## src/rtl/bfs_pkg.sv

```systemverilog
`timescale 1ns / 1ps

package bfs_pkg;

    // Fixed field widths.
    localparam int IDX_W      = 4;
    localparam int CNT_W      = 5;
    localparam int COEF_W     = 16;
    localparam int DIST_W     = 32;
    localparam int CFG_IDX_W  = 2;
    localparam int CFG_DATA_W = 32;

    // Request codes.
    localparam logic REQ_WRITE = 1'b0;
    localparam logic REQ_QUERY = 1'b1;

    // Configuration register indexes.
    localparam logic [CFG_IDX_W-1:0] REG_FILTER_COUNT   = 2'd0;
    localparam logic [CFG_IDX_W-1:0] REG_RESERVE_COEFF  = 2'd1;
    localparam logic [CFG_IDX_W-1:0] REG_START_DISTANCE = 2'd2;

    // Register reset values.
    localparam logic [CNT_W-1:0]  RST_FILTER_COUNT   = 5'd0;
    localparam logic [COEF_W-1:0] RST_RESERVE_COEFF  = 16'd2621;
    localparam logic [DIST_W-1:0] RST_START_DISTANCE = 32'd10000000;

    // Commands from the controller to the datapath.
    typedef struct packed {
        logic write;     // store the accepted entry
        logic start;     // latch the query and preset the running best
        logic rd_en;     // read one table slot into the pipeline
        logic load_out;  // move the selection into the output word
    } t_cmd;

    // Status from the datapath to the controller.
    typedef struct packed {
        logic busy;      // a slot read is still in the compare pipeline
    } t_status;

endpackage

```

## src/rtl/bfs_if.sv

```systemverilog
`timescale 1ns / 1ps

interface bfs_in_if #(
    parameter int FREQ_WIDTH = 32
);
    logic                         valid;
    logic                         ready;
    logic                         req_type;
    logic [bfs_pkg::IDX_W-1:0]    entry_index;
    logic [FREQ_WIDTH-1:0]        entry_low_freq;
    logic [FREQ_WIDTH-1:0]        entry_high_freq;
    logic [FREQ_WIDTH-1:0]        query_freq;

    modport source (
        output valid, req_type, entry_index, entry_low_freq, entry_high_freq, query_freq,
        input  ready
    );
    modport sink (
        input  valid, req_type, entry_index, entry_low_freq, entry_high_freq, query_freq,
        output ready
    );
endinterface

interface bfs_out_if #(
    parameter int FREQ_WIDTH = 32
);
    logic                         valid;
    logic                         ready;
    logic                         found;
    logic [bfs_pkg::IDX_W-1:0]    best_index;
    logic [FREQ_WIDTH-1:0]        best_low_freq;
    logic [FREQ_WIDTH-1:0]        best_high_freq;

    modport source (
        output valid, found, best_index, best_low_freq, best_high_freq,
        input  ready
    );
    modport sink (
        input  valid, found, best_index, best_low_freq, best_high_freq,
        output ready
    );
endinterface

interface bfs_cfg_if;
    logic                              valid;
    logic                              ready;
    logic [bfs_pkg::CFG_IDX_W-1:0]     index;
    logic [bfs_pkg::CFG_DATA_W-1:0]    data;

    modport source (
        output valid, index, data,
        input  ready
    );
    modport sink (
        input  valid, index, data,
        output ready
    );
endinterface

```

## src/rtl/band_filter_select_core.sv

```systemverilog
`timescale 1ns / 1ps

// Channel   Dir  Word
// i_in      in   write request (slot and band) or query frequency
// o_out     out  found flag, winning slot and its band
// i_cfg     in   register index and data: count, reserve, start distance
//
// A write request is stored in the table as it is accepted. A query with at least
// one slot in use reads and compares one slot per cycle through a three-stage
// read/compare pipeline, then drains it and loads the result; with none in use it
// goes straight to drain and result. Synchronous active-low reset clears control
// and configuration; the band table is not cleared. A result that is not taken holds
// the block at the end of the next query only; writes still go in.
module band_filter_select_core #(
    parameter int MAX_FILTERS = 16,
    parameter int FREQ_WIDTH  = 32
) (
    input  logic       i_clk,
    input  logic       i_rst_n,
    bfs_in_if.sink     i_in,
    bfs_out_if.source  o_out,
    bfs_cfg_if.sink    i_cfg
);

    localparam int AW = (MAX_FILTERS > 1) ? $clog2(MAX_FILTERS) : 1;
    localparam int CW = $clog2(MAX_FILTERS + 1);

    logic [bfs_pkg::CNT_W-1:0]  r_filter_count;
    logic [bfs_pkg::COEF_W-1:0] r_reserve_coeff;
    logic [bfs_pkg::DIST_W-1:0] r_start_distance;
    logic [CW-1:0]              count_sat;

    bfs_pkg::t_cmd    cmd;
    bfs_pkg::t_status status;
    logic [AW-1:0]    rd_addr;

    assign i_cfg.ready = 1'b1;

    always_ff @(posedge i_clk) begin
        if (!i_rst_n) begin
            r_filter_count   <= bfs_pkg::RST_FILTER_COUNT;
            r_reserve_coeff  <= bfs_pkg::RST_RESERVE_COEFF;
            r_start_distance <= bfs_pkg::RST_START_DISTANCE;
        end else if (i_cfg.valid) begin
            case (i_cfg.index)
                bfs_pkg::REG_FILTER_COUNT:
                    r_filter_count <= i_cfg.data[bfs_pkg::CNT_W-1:0];
                bfs_pkg::REG_RESERVE_COEFF:
                    r_reserve_coeff <= i_cfg.data[bfs_pkg::COEF_W-1:0];
                bfs_pkg::REG_START_DISTANCE:
                    r_start_distance <= i_cfg.data[bfs_pkg::DIST_W-1:0];
                default: begin
                end
            endcase
        end
    end

    assign count_sat = (32'(r_filter_count) > MAX_FILTERS) ? CW'(MAX_FILTERS)
                                                           : CW'(r_filter_count);

    bfs_ctrl #(
        .AW          (AW),
        .CW          (CW)
    ) u_ctrl (
        .i_clk       (i_clk),
        .i_rst_n     (i_rst_n),
        .i_in_valid  (i_in.valid),
        .i_req_type  (i_in.req_type),
        .i_count     (count_sat),
        .i_out_ready (o_out.ready),
        .i_status    (status),
        .o_in_ready  (i_in.ready),
        .o_out_valid (o_out.valid),
        .o_cmd       (cmd),
        .o_rd_addr   (rd_addr)
    );

    bfs_dpath #(
        .MAX_FILTERS (MAX_FILTERS),
        .FREQ_WIDTH  (FREQ_WIDTH),
        .AW          (AW)
    ) u_dpath (
        .i_clk            (i_clk),
        .i_rst_n          (i_rst_n),
        .i_cmd            (cmd),
        .i_rd_addr        (rd_addr),
        .i_wr_index       (i_in.entry_index),
        .i_wr_low         (i_in.entry_low_freq),
        .i_wr_high        (i_in.entry_high_freq),
        .i_query          (i_in.query_freq),
        .i_reserve_coeff  (r_reserve_coeff),
        .i_start_distance (r_start_distance),
        .o_status         (status),
        .o_found          (o_out.found),
        .o_best_index     (o_out.best_index),
        .o_best_low       (o_out.best_low_freq),
        .o_best_high      (o_out.best_high_freq)
    );

endmodule

```

## src/rtl/bfs_ctrl.sv

```systemverilog
`timescale 1ns / 1ps

module bfs_ctrl #(
    parameter int AW          = 4,
    parameter int CW          = 5
) (
    input  logic               i_clk,
    input  logic               i_rst_n,
    input  logic               i_in_valid,
    input  logic               i_req_type,
    input  logic [CW-1:0]      i_count,
    input  logic               i_out_ready,
    input  bfs_pkg::t_status   i_status,
    output logic               o_in_ready,
    output logic               o_out_valid,
    output bfs_pkg::t_cmd      o_cmd,
    output logic [AW-1:0]      o_rd_addr
);

    typedef enum logic [1:0] {
        S_IDLE,
        S_WALK,
        S_DRAIN,
        S_DONE
    } t_state;

    t_state        r_state;
    logic [CW-1:0] r_cnt;
    logic          r_out_valid;
    logic          accept;
    logic          out_free;

    assign accept   = i_in_valid && (r_state == S_IDLE);
    assign out_free = !r_out_valid || i_out_ready;

    always_comb begin
        o_cmd          = '0;
        o_cmd.write    = accept && (i_req_type == bfs_pkg::REQ_WRITE);
        o_cmd.start    = accept && (i_req_type == bfs_pkg::REQ_QUERY);
        o_cmd.rd_en    = (r_state == S_WALK);
        o_cmd.load_out = (r_state == S_DONE) && out_free;
    end

    assign o_rd_addr   = r_cnt[AW-1:0];
    assign o_in_ready  = (r_state == S_IDLE);
    assign o_out_valid = r_out_valid;

    always_ff @(posedge i_clk) begin
        if (!i_rst_n) begin
            r_state     <= S_IDLE;
            r_cnt       <= '0;
            r_out_valid <= 1'b0;
        end else begin
            if (r_out_valid && i_out_ready) begin
                r_out_valid <= 1'b0;
            end
            case (r_state)
                S_IDLE: begin
                    if (accept && (i_req_type == bfs_pkg::REQ_QUERY)) begin
                        r_cnt   <= '0;
                        r_state <= (i_count == '0) ? S_DRAIN : S_WALK;
                    end
                end
                S_WALK: begin
                    if ((r_cnt + 1'b1) == i_count) begin
                        r_state <= S_DRAIN;
                    end else begin
                        r_cnt <= r_cnt + 1'b1;
                    end
                end
                S_DRAIN: begin
                    if (!i_status.busy) begin
                        r_state <= S_DONE;
                    end
                end
                S_DONE: begin
                    if (out_free) begin
                        r_out_valid <= 1'b1;
                        r_state     <= S_IDLE;
                    end
                end
                default: begin
                    r_state <= S_IDLE;
                end
            endcase
        end
    end

endmodule

```

## src/rtl/bfs_dpath.sv

```systemverilog
`timescale 1ns / 1ps

module bfs_dpath #(
    parameter int MAX_FILTERS = 16,
    parameter int FREQ_WIDTH  = 32,
    parameter int AW          = 4
) (
    input  logic                          i_clk,
    input  logic                          i_rst_n,
    input  bfs_pkg::t_cmd                 i_cmd,
    input  logic [AW-1:0]                 i_rd_addr,
    input  logic [bfs_pkg::IDX_W-1:0]     i_wr_index,
    input  logic [FREQ_WIDTH-1:0]         i_wr_low,
    input  logic [FREQ_WIDTH-1:0]         i_wr_high,
    input  logic [FREQ_WIDTH-1:0]         i_query,
    input  logic [bfs_pkg::COEF_W-1:0]    i_reserve_coeff,
    input  logic [bfs_pkg::DIST_W-1:0]    i_start_distance,
    output bfs_pkg::t_status              o_status,
    output logic                          o_found,
    output logic [bfs_pkg::IDX_W-1:0]     o_best_index,
    output logic [FREQ_WIDTH-1:0]         o_best_low,
    output logic [FREQ_WIDTH-1:0]         o_best_high
);

    localparam int W  = FREQ_WIDTH;
    localparam int CF = bfs_pkg::COEF_W;
    localparam int BW = (W > bfs_pkg::DIST_W) ? W : bfs_pkg::DIST_W;
    localparam int PW = W + CF;

    logic [W-1:0] mem_low  [MAX_FILTERS];
    logic [W-1:0] mem_high [MAX_FILTERS];

    logic          wr_ok;
    logic [AW-1:0] wr_addr;

    // Stage 1: registered table read.
    logic          r_s1_valid;
    logic [AW-1:0] r_s1_idx;
    logic [W-1:0]  r_s1_low;
    logic [W-1:0]  r_s1_high;

    // Stage 2: midpoint test, distance and reserve product.
    logic          r_s2_valid;
    logic [AW-1:0] r_s2_idx;
    logic [W-1:0]  r_s2_low;
    logic [W-1:0]  r_s2_high;
    logic          r_s2_mid_ok;
    logic          r_s2_q_lt_hi;
    logic [W-1:0]  r_s2_dist;
    logic [PW-1:0] r_s2_prod;

    // Running selection.
    logic [W-1:0]  r_query;
    logic [BW-1:0] r_best;
    logic          r_found;
    logic [AW-1:0] r_win_idx;
    logic [W-1:0]  r_win_low;
    logic [W-1:0]  r_win_high;

    logic [W+1:0]  n_mid2;
    logic [W+1:0]  n_q2;
    logic [W-1:0]  n_dist;
    logic          n_up_ok;
    logic          n_take;

    assign wr_ok   = (32'(i_wr_index) < MAX_FILTERS);
    assign wr_addr = AW'(i_wr_index);

    always_ff @(posedge i_clk) begin
        if (i_cmd.write && wr_ok) begin
            mem_low[wr_addr]  <= i_wr_low;
            mem_high[wr_addr] <= i_wr_high;
        end
        if (i_cmd.rd_en) begin
            r_s1_low  <= mem_low[i_rd_addr];
            r_s1_high <= mem_high[i_rd_addr];
            r_s1_idx  <= i_rd_addr;
        end
    end

    // Twice the midpoint is lo + hi for an ordered band and 3*lo - hi otherwise.
    always_comb begin
        if (r_s1_high >= r_s1_low) begin
            n_mid2 = {2'b00, r_s1_low} + {2'b00, r_s1_high};
        end else begin
            n_mid2 = ({1'b0, r_s1_low, 1'b0} + {2'b00, r_s1_low}) - {2'b00, r_s1_high};
        end
        n_q2   = {1'b0, r_query, 1'b0};
        n_dist = (r_query >= r_s1_high) ? (r_query - r_s1_high) : (r_s1_high - r_query);
    end

    always_ff @(posedge i_clk) begin
        r_s2_idx     <= r_s1_idx;
        r_s2_low     <= r_s1_low;
        r_s2_high    <= r_s1_high;
        r_s2_mid_ok  <= (n_q2 > n_mid2);
        r_s2_q_lt_hi <= (r_query < r_s1_high);
        r_s2_dist    <= n_dist;
        r_s2_prod    <= PW'(r_s1_high) * PW'(i_reserve_coeff);
    end

    // q < hi + ceil(hi*c/65536) holds when q < hi, or when q - hi is below the
    // rounded-up reserve, which is the same as hi*c > (q - hi) * 65536.
    assign n_up_ok = r_s2_q_lt_hi || (r_s2_prod > {r_s2_dist, {CF{1'b0}}});
    assign n_take  = r_s2_valid && r_s2_mid_ok && n_up_ok && (BW'(r_s2_dist) < r_best);

    always_ff @(posedge i_clk) begin
        if (!i_rst_n) begin
            r_s1_valid <= 1'b0;
            r_s2_valid <= 1'b0;
            r_found    <= 1'b0;
        end else begin
            r_s1_valid <= i_cmd.rd_en;
            r_s2_valid <= r_s1_valid;
            if (i_cmd.start) begin
                r_found <= 1'b0;
            end else if (n_take) begin
                r_found <= 1'b1;
            end
        end
    end

    always_ff @(posedge i_clk) begin
        if (i_cmd.start) begin
            r_query <= i_query;
            r_best  <= BW'(i_start_distance);
        end else if (n_take) begin
            r_best     <= BW'(r_s2_dist);
            r_win_idx  <= r_s2_idx;
            r_win_low  <= r_s2_low;
            r_win_high <= r_s2_high;
        end
        if (i_cmd.load_out) begin
            o_found      <= r_found;
            o_best_index <= r_found ? bfs_pkg::IDX_W'(r_win_idx) : '0;
            o_best_low   <= r_found ? r_win_low : '0;
            o_best_high  <= r_found ? r_win_high : '0;
        end
    end

    assign o_status.busy = r_s1_valid || r_s2_valid;

endmodule

```

## src/flat_wrapper.sv

```systemverilog
// flat-port wrapper written by rule: the top's interface ports become plain ports
module band_filter_select_core_flat 
#(
    parameter int MAX_FILTERS = 16,
    parameter int FREQ_WIDTH  = 32
)
  (i_clk, i_rst_n, i_in_valid, i_in_req_type, i_in_entry_index, i_in_entry_low_freq, i_in_entry_high_freq, i_in_query_freq, i_in_ready, o_out_valid, o_out_found, o_out_best_index, o_out_best_low_freq, o_out_best_high_freq, o_out_ready, i_cfg_valid, i_cfg_index, i_cfg_data, i_cfg_ready);
  bfs_in_if #(.FREQ_WIDTH(FREQ_WIDTH)) i_in_i ();
  bfs_out_if #(.FREQ_WIDTH(FREQ_WIDTH)) o_out_i ();
  bfs_cfg_if i_cfg_i ();
  input  logic i_clk;
  input  logic i_rst_n;
  input wire logic [$bits(i_in_i.valid)-1:0] i_in_valid;
  input wire logic [$bits(i_in_i.req_type)-1:0] i_in_req_type;
  input wire logic [$bits(i_in_i.entry_index)-1:0] i_in_entry_index;
  input wire logic [$bits(i_in_i.entry_low_freq)-1:0] i_in_entry_low_freq;
  input wire logic [$bits(i_in_i.entry_high_freq)-1:0] i_in_entry_high_freq;
  input wire logic [$bits(i_in_i.query_freq)-1:0] i_in_query_freq;
  output wire logic [$bits(i_in_i.ready)-1:0] i_in_ready;
  output wire logic [$bits(o_out_i.valid)-1:0] o_out_valid;
  output wire logic [$bits(o_out_i.found)-1:0] o_out_found;
  output wire logic [$bits(o_out_i.best_index)-1:0] o_out_best_index;
  output wire logic [$bits(o_out_i.best_low_freq)-1:0] o_out_best_low_freq;
  output wire logic [$bits(o_out_i.best_high_freq)-1:0] o_out_best_high_freq;
  input wire logic [$bits(o_out_i.ready)-1:0] o_out_ready;
  input wire logic [$bits(i_cfg_i.valid)-1:0] i_cfg_valid;
  input wire logic [$bits(i_cfg_i.index)-1:0] i_cfg_index;
  input wire logic [$bits(i_cfg_i.data)-1:0] i_cfg_data;
  output wire logic [$bits(i_cfg_i.ready)-1:0] i_cfg_ready;
  assign i_in_i.valid = i_in_valid;
  assign i_in_i.req_type = i_in_req_type;
  assign i_in_i.entry_index = i_in_entry_index;
  assign i_in_i.entry_low_freq = i_in_entry_low_freq;
  assign i_in_i.entry_high_freq = i_in_entry_high_freq;
  assign i_in_i.query_freq = i_in_query_freq;
  assign i_in_ready = i_in_i.ready;
  assign o_out_valid = o_out_i.valid;
  assign o_out_found = o_out_i.found;
  assign o_out_best_index = o_out_i.best_index;
  assign o_out_best_low_freq = o_out_i.best_low_freq;
  assign o_out_best_high_freq = o_out_i.best_high_freq;
  assign o_out_i.ready = o_out_ready;
  assign i_cfg_i.valid = i_cfg_valid;
  assign i_cfg_i.index = i_cfg_index;
  assign i_cfg_i.data = i_cfg_data;
  assign i_cfg_ready = i_cfg_i.ready;
  band_filter_select_core #(.MAX_FILTERS(MAX_FILTERS), .FREQ_WIDTH(FREQ_WIDTH)) u_core (.i_clk(i_clk), .i_rst_n(i_rst_n), .i_in(i_in_i), .o_out(o_out_i), .i_cfg(i_cfg_i));
endmodule
```

## config.mk

```make
export PLATFORM = sky130hd
export DESIGN_NAME = band_filter_select_core_flat
export DESIGN_NICKNAME = d
export VERILOG_FILES = /design/src/rtl/bfs_pkg.sv /design/src/rtl/bfs_if.sv /design/src/rtl/band_filter_select_core.sv /design/src/rtl/bfs_ctrl.sv /design/src/rtl/bfs_dpath.sv /design/src/flat_wrapper.sv
export SDC_FILE = /design/constraint.sdc
export NUM_CORES = 2
export LEC_CHECK = 0
export BUFFER_PORTS_ARGS = -buffer_cell sky130_fd_sc_hd__buf_2
export CAP_MARGIN = 0
export CORE_AREA = 2 2 359 361
export CTS_CLUSTER_DIAMETER = 120
export CTS_CLUSTER_SIZE = 12
export DETAILED_ROUTE_END_ITERATION = 8
export DIE_AREA = 0 0 361 363
export PLACE_DENSITY = 0.78
export SLEW_MARGIN = 40
export SYNTH_ARGS = -nofsm -noshare
export SYNTH_HDL_FRONTEND = slang
export SYNTH_SLANG_ARGS = --single-unit
```

## constraint.sdc

```tcl
create_clock -name i_clk -period 7.6 [get_ports i_clk]
set_input_delay 1.52 -clock i_clk [delete_from_list [all_inputs] [get_ports i_clk]]
set_output_delay 1.52 -clock i_clk [all_outputs]
set_load 0.03 [all_outputs]
```

Yosys cells after proc, flatten, opt, wreduce, memory -nomap -nowiden:

Memory sizes are Yosys's and may differ from the RTL's. A register that Yosys moved wholly into a read port is not among the register bits.
Cells that the tools add are included.

* register bits: 419
* output and inout port bits: 72
* memory bits (writable): 1024
* memories: 2
* input bits: 140

Memory list
* u_core.u_dpath.mem_high: depth 16, width 32, read ports 1, clocked after memory_dff 1, wr ports 1, RTL line bfs_dpath.sv:31 `logic [W-1:0] mem_high [MAX_FILTERS];`
* u_core.u_dpath.mem_low: depth 16, width 32, read ports 1, clocked after memory_dff 1, wr ports 1, RTL line bfs_dpath.sv:30 `logic [W-1:0] mem_low [MAX_FILTERS];`

* magnitude comparators: 7
* bitwise logic cells: 3
* add/sub/neg operators: 6
* $mul: 1
* eq/ne operators: 11
* reduce and logical (&&, ||, !) cells: 24
* muxes and demuxes: 19

Operators by type and width (count)
* two-way mux 32 bit: 3
* greater-or-equal comparator 32 bit: 2
* less-than comparator 32 bit: 2
* subtractor 32 bit: 2
* > comparator 48 bit: 1
* multiplier 32 x 16 -> 48 bit: 1
* adder 33 x 32 -> 34 bit: 1
* > comparator 33 x 34 -> 1 bit: 1
* two-way mux 34 bit: 1
* subtractor 34 x 32 -> 34 bit: 1
* adder 32 x 32 -> 33 bit: 1
* two-way mux 5 bit: 3
* two-way mux 2 bit: 5
* one-hot mux 5 bit (2 select lines): 1
* logical AND 1 bit: 8
* one-hot mux 2 bit (4 select lines): 1
* AND reduction 2 bit: 4
* == test 2 bit, second input constant: 3
* != test 2 bit, second input constant: 3
* adder 5 x 1 -> 5 bit, second input constant: 1
* == test 5 bit: 1
* > comparator 5 bit, second input constant: 1
* zero test 5 bit: 1
* two-way mux 1 bit: 5
* other kinds (10): 18

Depth between registers and ports, before layout:

* word-level depth: 6
* gate-level depth with buffers: 27
* depth with buffers taken out: 25

Modules after synthesis:

A second synthesis with hierarchy kept.

* cell total of the unflattened synthesis: 5716
* area, all modules: 80219.4 um^2

By module, submodules not included
* bfs_dpath: times used 1, area each 77362.9 um^2, cells an instance 5399, seq. area each 41890.2 um^2
* band_filter_select_core: times used 1, area each 2173.3 um^2, cells an instance 231, seq. area each 1061.0 um^2
* bfs_ctrl: times used 1, area each 683.2 um^2, cells an instance 86, seq. area each 160.2 um^2

Least setup slack after synthesis:

OpenSTA, ideal clock, no wires.

* path type: input port to flip-flop
* start point: input port i_in_req_type
* end point: memory u_core.u_dpath.mem_high[0][0] (netlist name) (enable)
* stages: 3
* setup time: 0.565 ns
* path slack: 0.591 ns
* data arrival time: 6.444 ns
* buffers on the path: 0
* cell sequence: nand3b_1 > or3_1 > nor3_1

* longest elaborated chain between the ends: 4

Ends and longest elaborated chain
* start: declaration: RTL line flat_wrapper.sv:14 `input wire logic [$bits(i_in_i.req_type)-1:0] i_in_req_type;`
* inverter 1 bit: RTL line bfs_ctrl.sv:38 `o_cmd.write = accept && (i_req_type == bfs_pkg::REQ_WRITE);`
* logical AND 1 bit: RTL line bfs_ctrl.sv:38
* two-way mux 1 bit: RTL line bfs_dpath.sv:70 `if (i_cmd.write && wr_ok) begin`
* two-way mux 1 bit (implied by the code): RTL line bfs_dpath.sv:72 `mem_high[wr_addr] <= i_wr_high;`
* end: declaration: RTL line bfs_dpath.sv:31

No other way between the ends.

Final worst setup path:

* start point: register u_core.u_dpath.r_s1_high[10] (read register of u_core.u_dpath.mem_high)
* end point: register u_core.u_dpath.r_s2_prod[45]

* longest elaborated chain between the ends: 1

Ends and longest elaborated chain
* start: declaration: RTL line bfs_dpath.sv:40 `logic [W-1:0] r_s1_high;`
* multiplier 32 x 16 -> 48 bit: RTL line bfs_dpath.sv:99 `r_s2_prod <= PW'(r_s1_high) * PW'(i_reserve_coeff);`
* end signal: assignment: RTL line bfs_dpath.sv:99
* end: declaration: RTL line bfs_dpath.sv:50 `logic [PW-1:0] r_s2_prod;`

No other way between the ends.
A chain may end at the register's enable or synchronous reset.

==> results.toml <==
[detailed_routing]
ant_nets = 0
drt-total-wl_mm = 211
vias = 47595
route.detailed.drc = 0
viasPerCell = 6.22
wire_per_inst_um = 27.5
firstDrtPassIters = 5
drt-initial-drc-count = 5068

[cts]
root_buffer = "clkbuf_16"
clkTransAtPathRegs_ps = 60
clkSinkCount = 1507
cts_buffers = 144
cts_tree = "built"
h-tree-depth = 4
cts_hold_buf = 0
clockBufferDepth = 3
insertion_delay_ps = 810

[logic_synthesis]
synth-async-reset-ratio_pct = 0
synth-seq-cells = 1507
ys_warn_count = 0
synthCells = 5629
ys.flop_type = "edfxtp_1"
seq_area_frac_synth_pct = 54.3
yosysUniqueCellTypes = 81
syn-num-nets = 6602
syn_avg_cell_area_um2 = 14.1
synth_edf_count = 1293
syn_area_mm2 = 0.0794

[power_and_ir_drop]
p_comb_share_pct = 59.5
internal_power_uw = 24300
p_per_area_mw_per_mm2 = 485
clockPowerShare_pct = 15.6
p_leak_uw = 0.0337
power_switching_uw = 18100
swShare_pct = 42.8
vdd_drop_max_v = 0.000786
seq_power_share_pct = 24.9

[global_route]
antenna_found_initial = 37
grt_remaining_overflow = 0
grt_pass1_vias = 49779
grt_max_degree = 77
grtUsageTotal_pct = 32.7
grt_pass1_wl_mm = 313

[place]
dpl_cell_area_mm2 = 0.0831
dp.cells = 7404
dp_hpwl_mm = 139
gp_congestion = 0.960
port_buffers = 210

[worst_setup_path]
critical_path_arrival_ps = 8010
start_kind = "flop"
ff2ff_setup_slack_ps = 280
path_cells = "nand2_1 > fa_1 > fa_1 > fa_1 > inv_1 > fa_1 > fa_1 > inv_1 > fa_1 > inv_1 > ha_1 > inv_1 > o31ai_1 > a31oi_1 > o21ai_0 > buf_4 > a21oi_1 > o21ai_0 > a21oi_1 > or3b_2 > nor3_1 > nor3_1 > a211oi_1"
end_kind = "flop"
path_class = "flop to flop"
cp.required_ps = 8290
cp_slowest_cell = "edfxtp_1"
crit_fanout = 19
path_buf_inv = 5
cpLargestDelayFamily = "adder cells"
cp_common_cell = "fa_1"
rr_worst_depth = 23
cpPeakStageDelay_ps = 920
worstSetupStartpoint = "u_core.u_dpath.r_s1_high[10]"
r2r_end = "u_core.u_dpath.r_s2_prod[45]"
rr_startpoint = "u_core.u_dpath.r_s1_high[10]"

[final_layout]
utilization_pct = 68.8
drive_gt1_share_pct = 15.5
syn2layout_area_growth_pct = 10.0
final_cell_mix = "edfxtp_1 (1293), inv_1 (724), nand2_1 (489)"
fin_area_mm2 = 0.0874
final_common_cell = "edfxtp_1"
finalNetCount = 6877
instances_no_fill = 7651

[outcome]
status = "completed"

[timing]
rsz0062_at_grt = "no"
max_freq_mhz = 137
finalSetupViolations = 0
fin_skew_ps = 38.6
tightest_slew_ps = 917
setup_tns_ps = 0
hold_violations = 0
min_period_ps = 7320
slew_headroom_pct = 38.5
min_period_over_period_pct = 96.4
drv_slew = 0

[die]
io_pins = 212
start_util_pct = 62.5
die_area_mm2 = 0.131
coreArea_mm2 = 0.127
die_w_um = 361
rows = 131
die_h_um = 363

[worst_hold_path]
hp-class = "flop to flop"
hp-start = "u_core.u_dpath.r_s1_idx[3]"
holdPathStages = 0
hold_end = "u_core.u_dpath.r_s2_idx[3]"

[flow_run]
maxCapViolations = 0
[logic make-up after synthesis]
| kind of cell | share of synthesized area, % |
|---|---|
| adder cells (fa/ha/maj) | 17.4 |
| AND/OR/NAND/NOR | 7.09 |
| buffers and inverters | 4.57 |
| flip-flops | 54.3 |
| XOR/XNOR | 1.53 |
| AO/OA/AOI/OAI | 5.25 |
| multiplexers | 9.89 |
| other | 0.00472 |
[Yosys cell counts, types with 41 or more instances]
| cell type | number | area, µm² |
|---|---|---|
| edfxtp_1 | 1293 | 38800 |
| fa_1 | 453 | 9070 |
| nand3_1 | 53 | 265 |
| mux4_2 | 320 | 7210 |
| dfxtp_1 | 214 | 4280 |
| o21bai_1 | 41 | 308 |
| ha_1 | 380 | 4750 |
| nor2_1 | 138 | 518 |
| a21oi_1 | 217 | 1090 |
| a21o_1 | 99 | 743 |
| inv_1 | 725 | 2720 |
| nand2_1 | 489 | 1840 |
| clkbuf_1 | 193 | 724 |
| xnor2_1 | 101 | 885 |
| o21ai_0 | 110 | 551 |
| and2_1 | 283 | 1770 |
[worst register-to-register path: cells and delay by family, from the launching register on]
family | cells | cell delay [ps]
AOI/OAI and AO/OA | 7 | 1550
adders and majority gates | 7 | 3310
DFF | 1 | 920
buffers and inverters | 5 | 410
and+or+nand+nor | 4 | 1010
[cell type report]
class	count	area [µm²]
clock buffers	204	3890
clock inverters	11	185
fillers	8342	39600
diodes	16	40.0
repair buffers	363	2470
flip-flops and latches	1507	43100
multi-input cells	3163	32900
well taps	1662	2080
inverters	725	2720
[state kept, by name, indices dropped and copies added (netlist names), 5 cells and up]
| signal | cells |
|---|---|
| u_core.u_dpath.r_query | 32 |
| u_core.u_dpath.mem_high | 512 |
| u_core.u_dpath.r_s1_low | 32 |
| u_core.u_dpath.o_best_low | 32 |
| u_core.u_dpath.r_best | 32 |
| u_core.r_start_distance | 32 |
| u_core.r_filter_count | 5 |
| u_core.u_ctrl.r_cnt | 5 |
| u_core.u_dpath.r_win_low | 32 |
| u_core.u_dpath.o_best_high | 32 |
| u_core.u_dpath.r_s2_dist | 32 |
| u_core.u_dpath.r_s2_prod | 48 |
| u_core.u_dpath.r_s1_high | 32 |
| u_core.r_reserve_coeff | 16 |
| u_core.u_dpath.r_win_high | 32 |
| u_core.u_dpath.r_s2_low | 32 |
| u_core.u_dpath.mem_low | 512 |
| u_core.u_dpath.r_s2_high | 32 |
[timing repair]
action | CTS | global route
gates resized for setup | 0 | 1
endpoints found under the setup margin | 0 | 2
buffers inserted | 0 | 10
[layer usage]
metal  wire, µm  track usage, %
met5        120               0
met4       9580            15.2
met3      19800            7.48
met2     104000            54.7
met1      76700            40.7
[how the worst max path moves through the flow]
stage	end	slack, ps	depth (start not counted)
2_1_floorplan	u_core.u_dpath.mem_high[0][0]	590	3
3_3_place_gp	u_core.u_dpath.r_s2_prod[40]	440	21
3_5_place_dp	u_core.u_dpath.r_s2_prod[40]	350	20
4_1_cts	u_core.u_dpath.r_s2_prod[40]	300	20
5_1_grt	u_core.u_dpath.r_s2_prod[45]	50	23
6_report	u_core.u_dpath.r_s2_prod[45]	280	23
[metrics by stage]
| step | hold slack, ps | setup WS [ps] | total power (µW) |
|---|---|---|---|
| 5_1_grt | 349 | 49.9 | 46000 |
| 3_3_place_gp | 324 | 440 | 34900 |
| 2_1_floorplan | 323 | 591 | 29100 |
| 3_5_place_dp | 333 | 354 | 35500 |
| 4_1_cts | 349 | 299 | 42200 |
| 6_report | 348 | 275 | 42400 |
[power groups by stage]
stage / Sequential [µW] / Combinational [µW] / Clock, µW
after floorplan: 10400 / 18600 / 0
after global placement: 10700 / 24200 / 0
after detailed placement: 10800 / 24700 / 0
after CTS: 10600 / 24900 / 6700
after global routing: 10600 / 28500 / 6950
final: 10600 / 25200 / 6620
No activity file was read; power rests on OpenSTA's default activity.
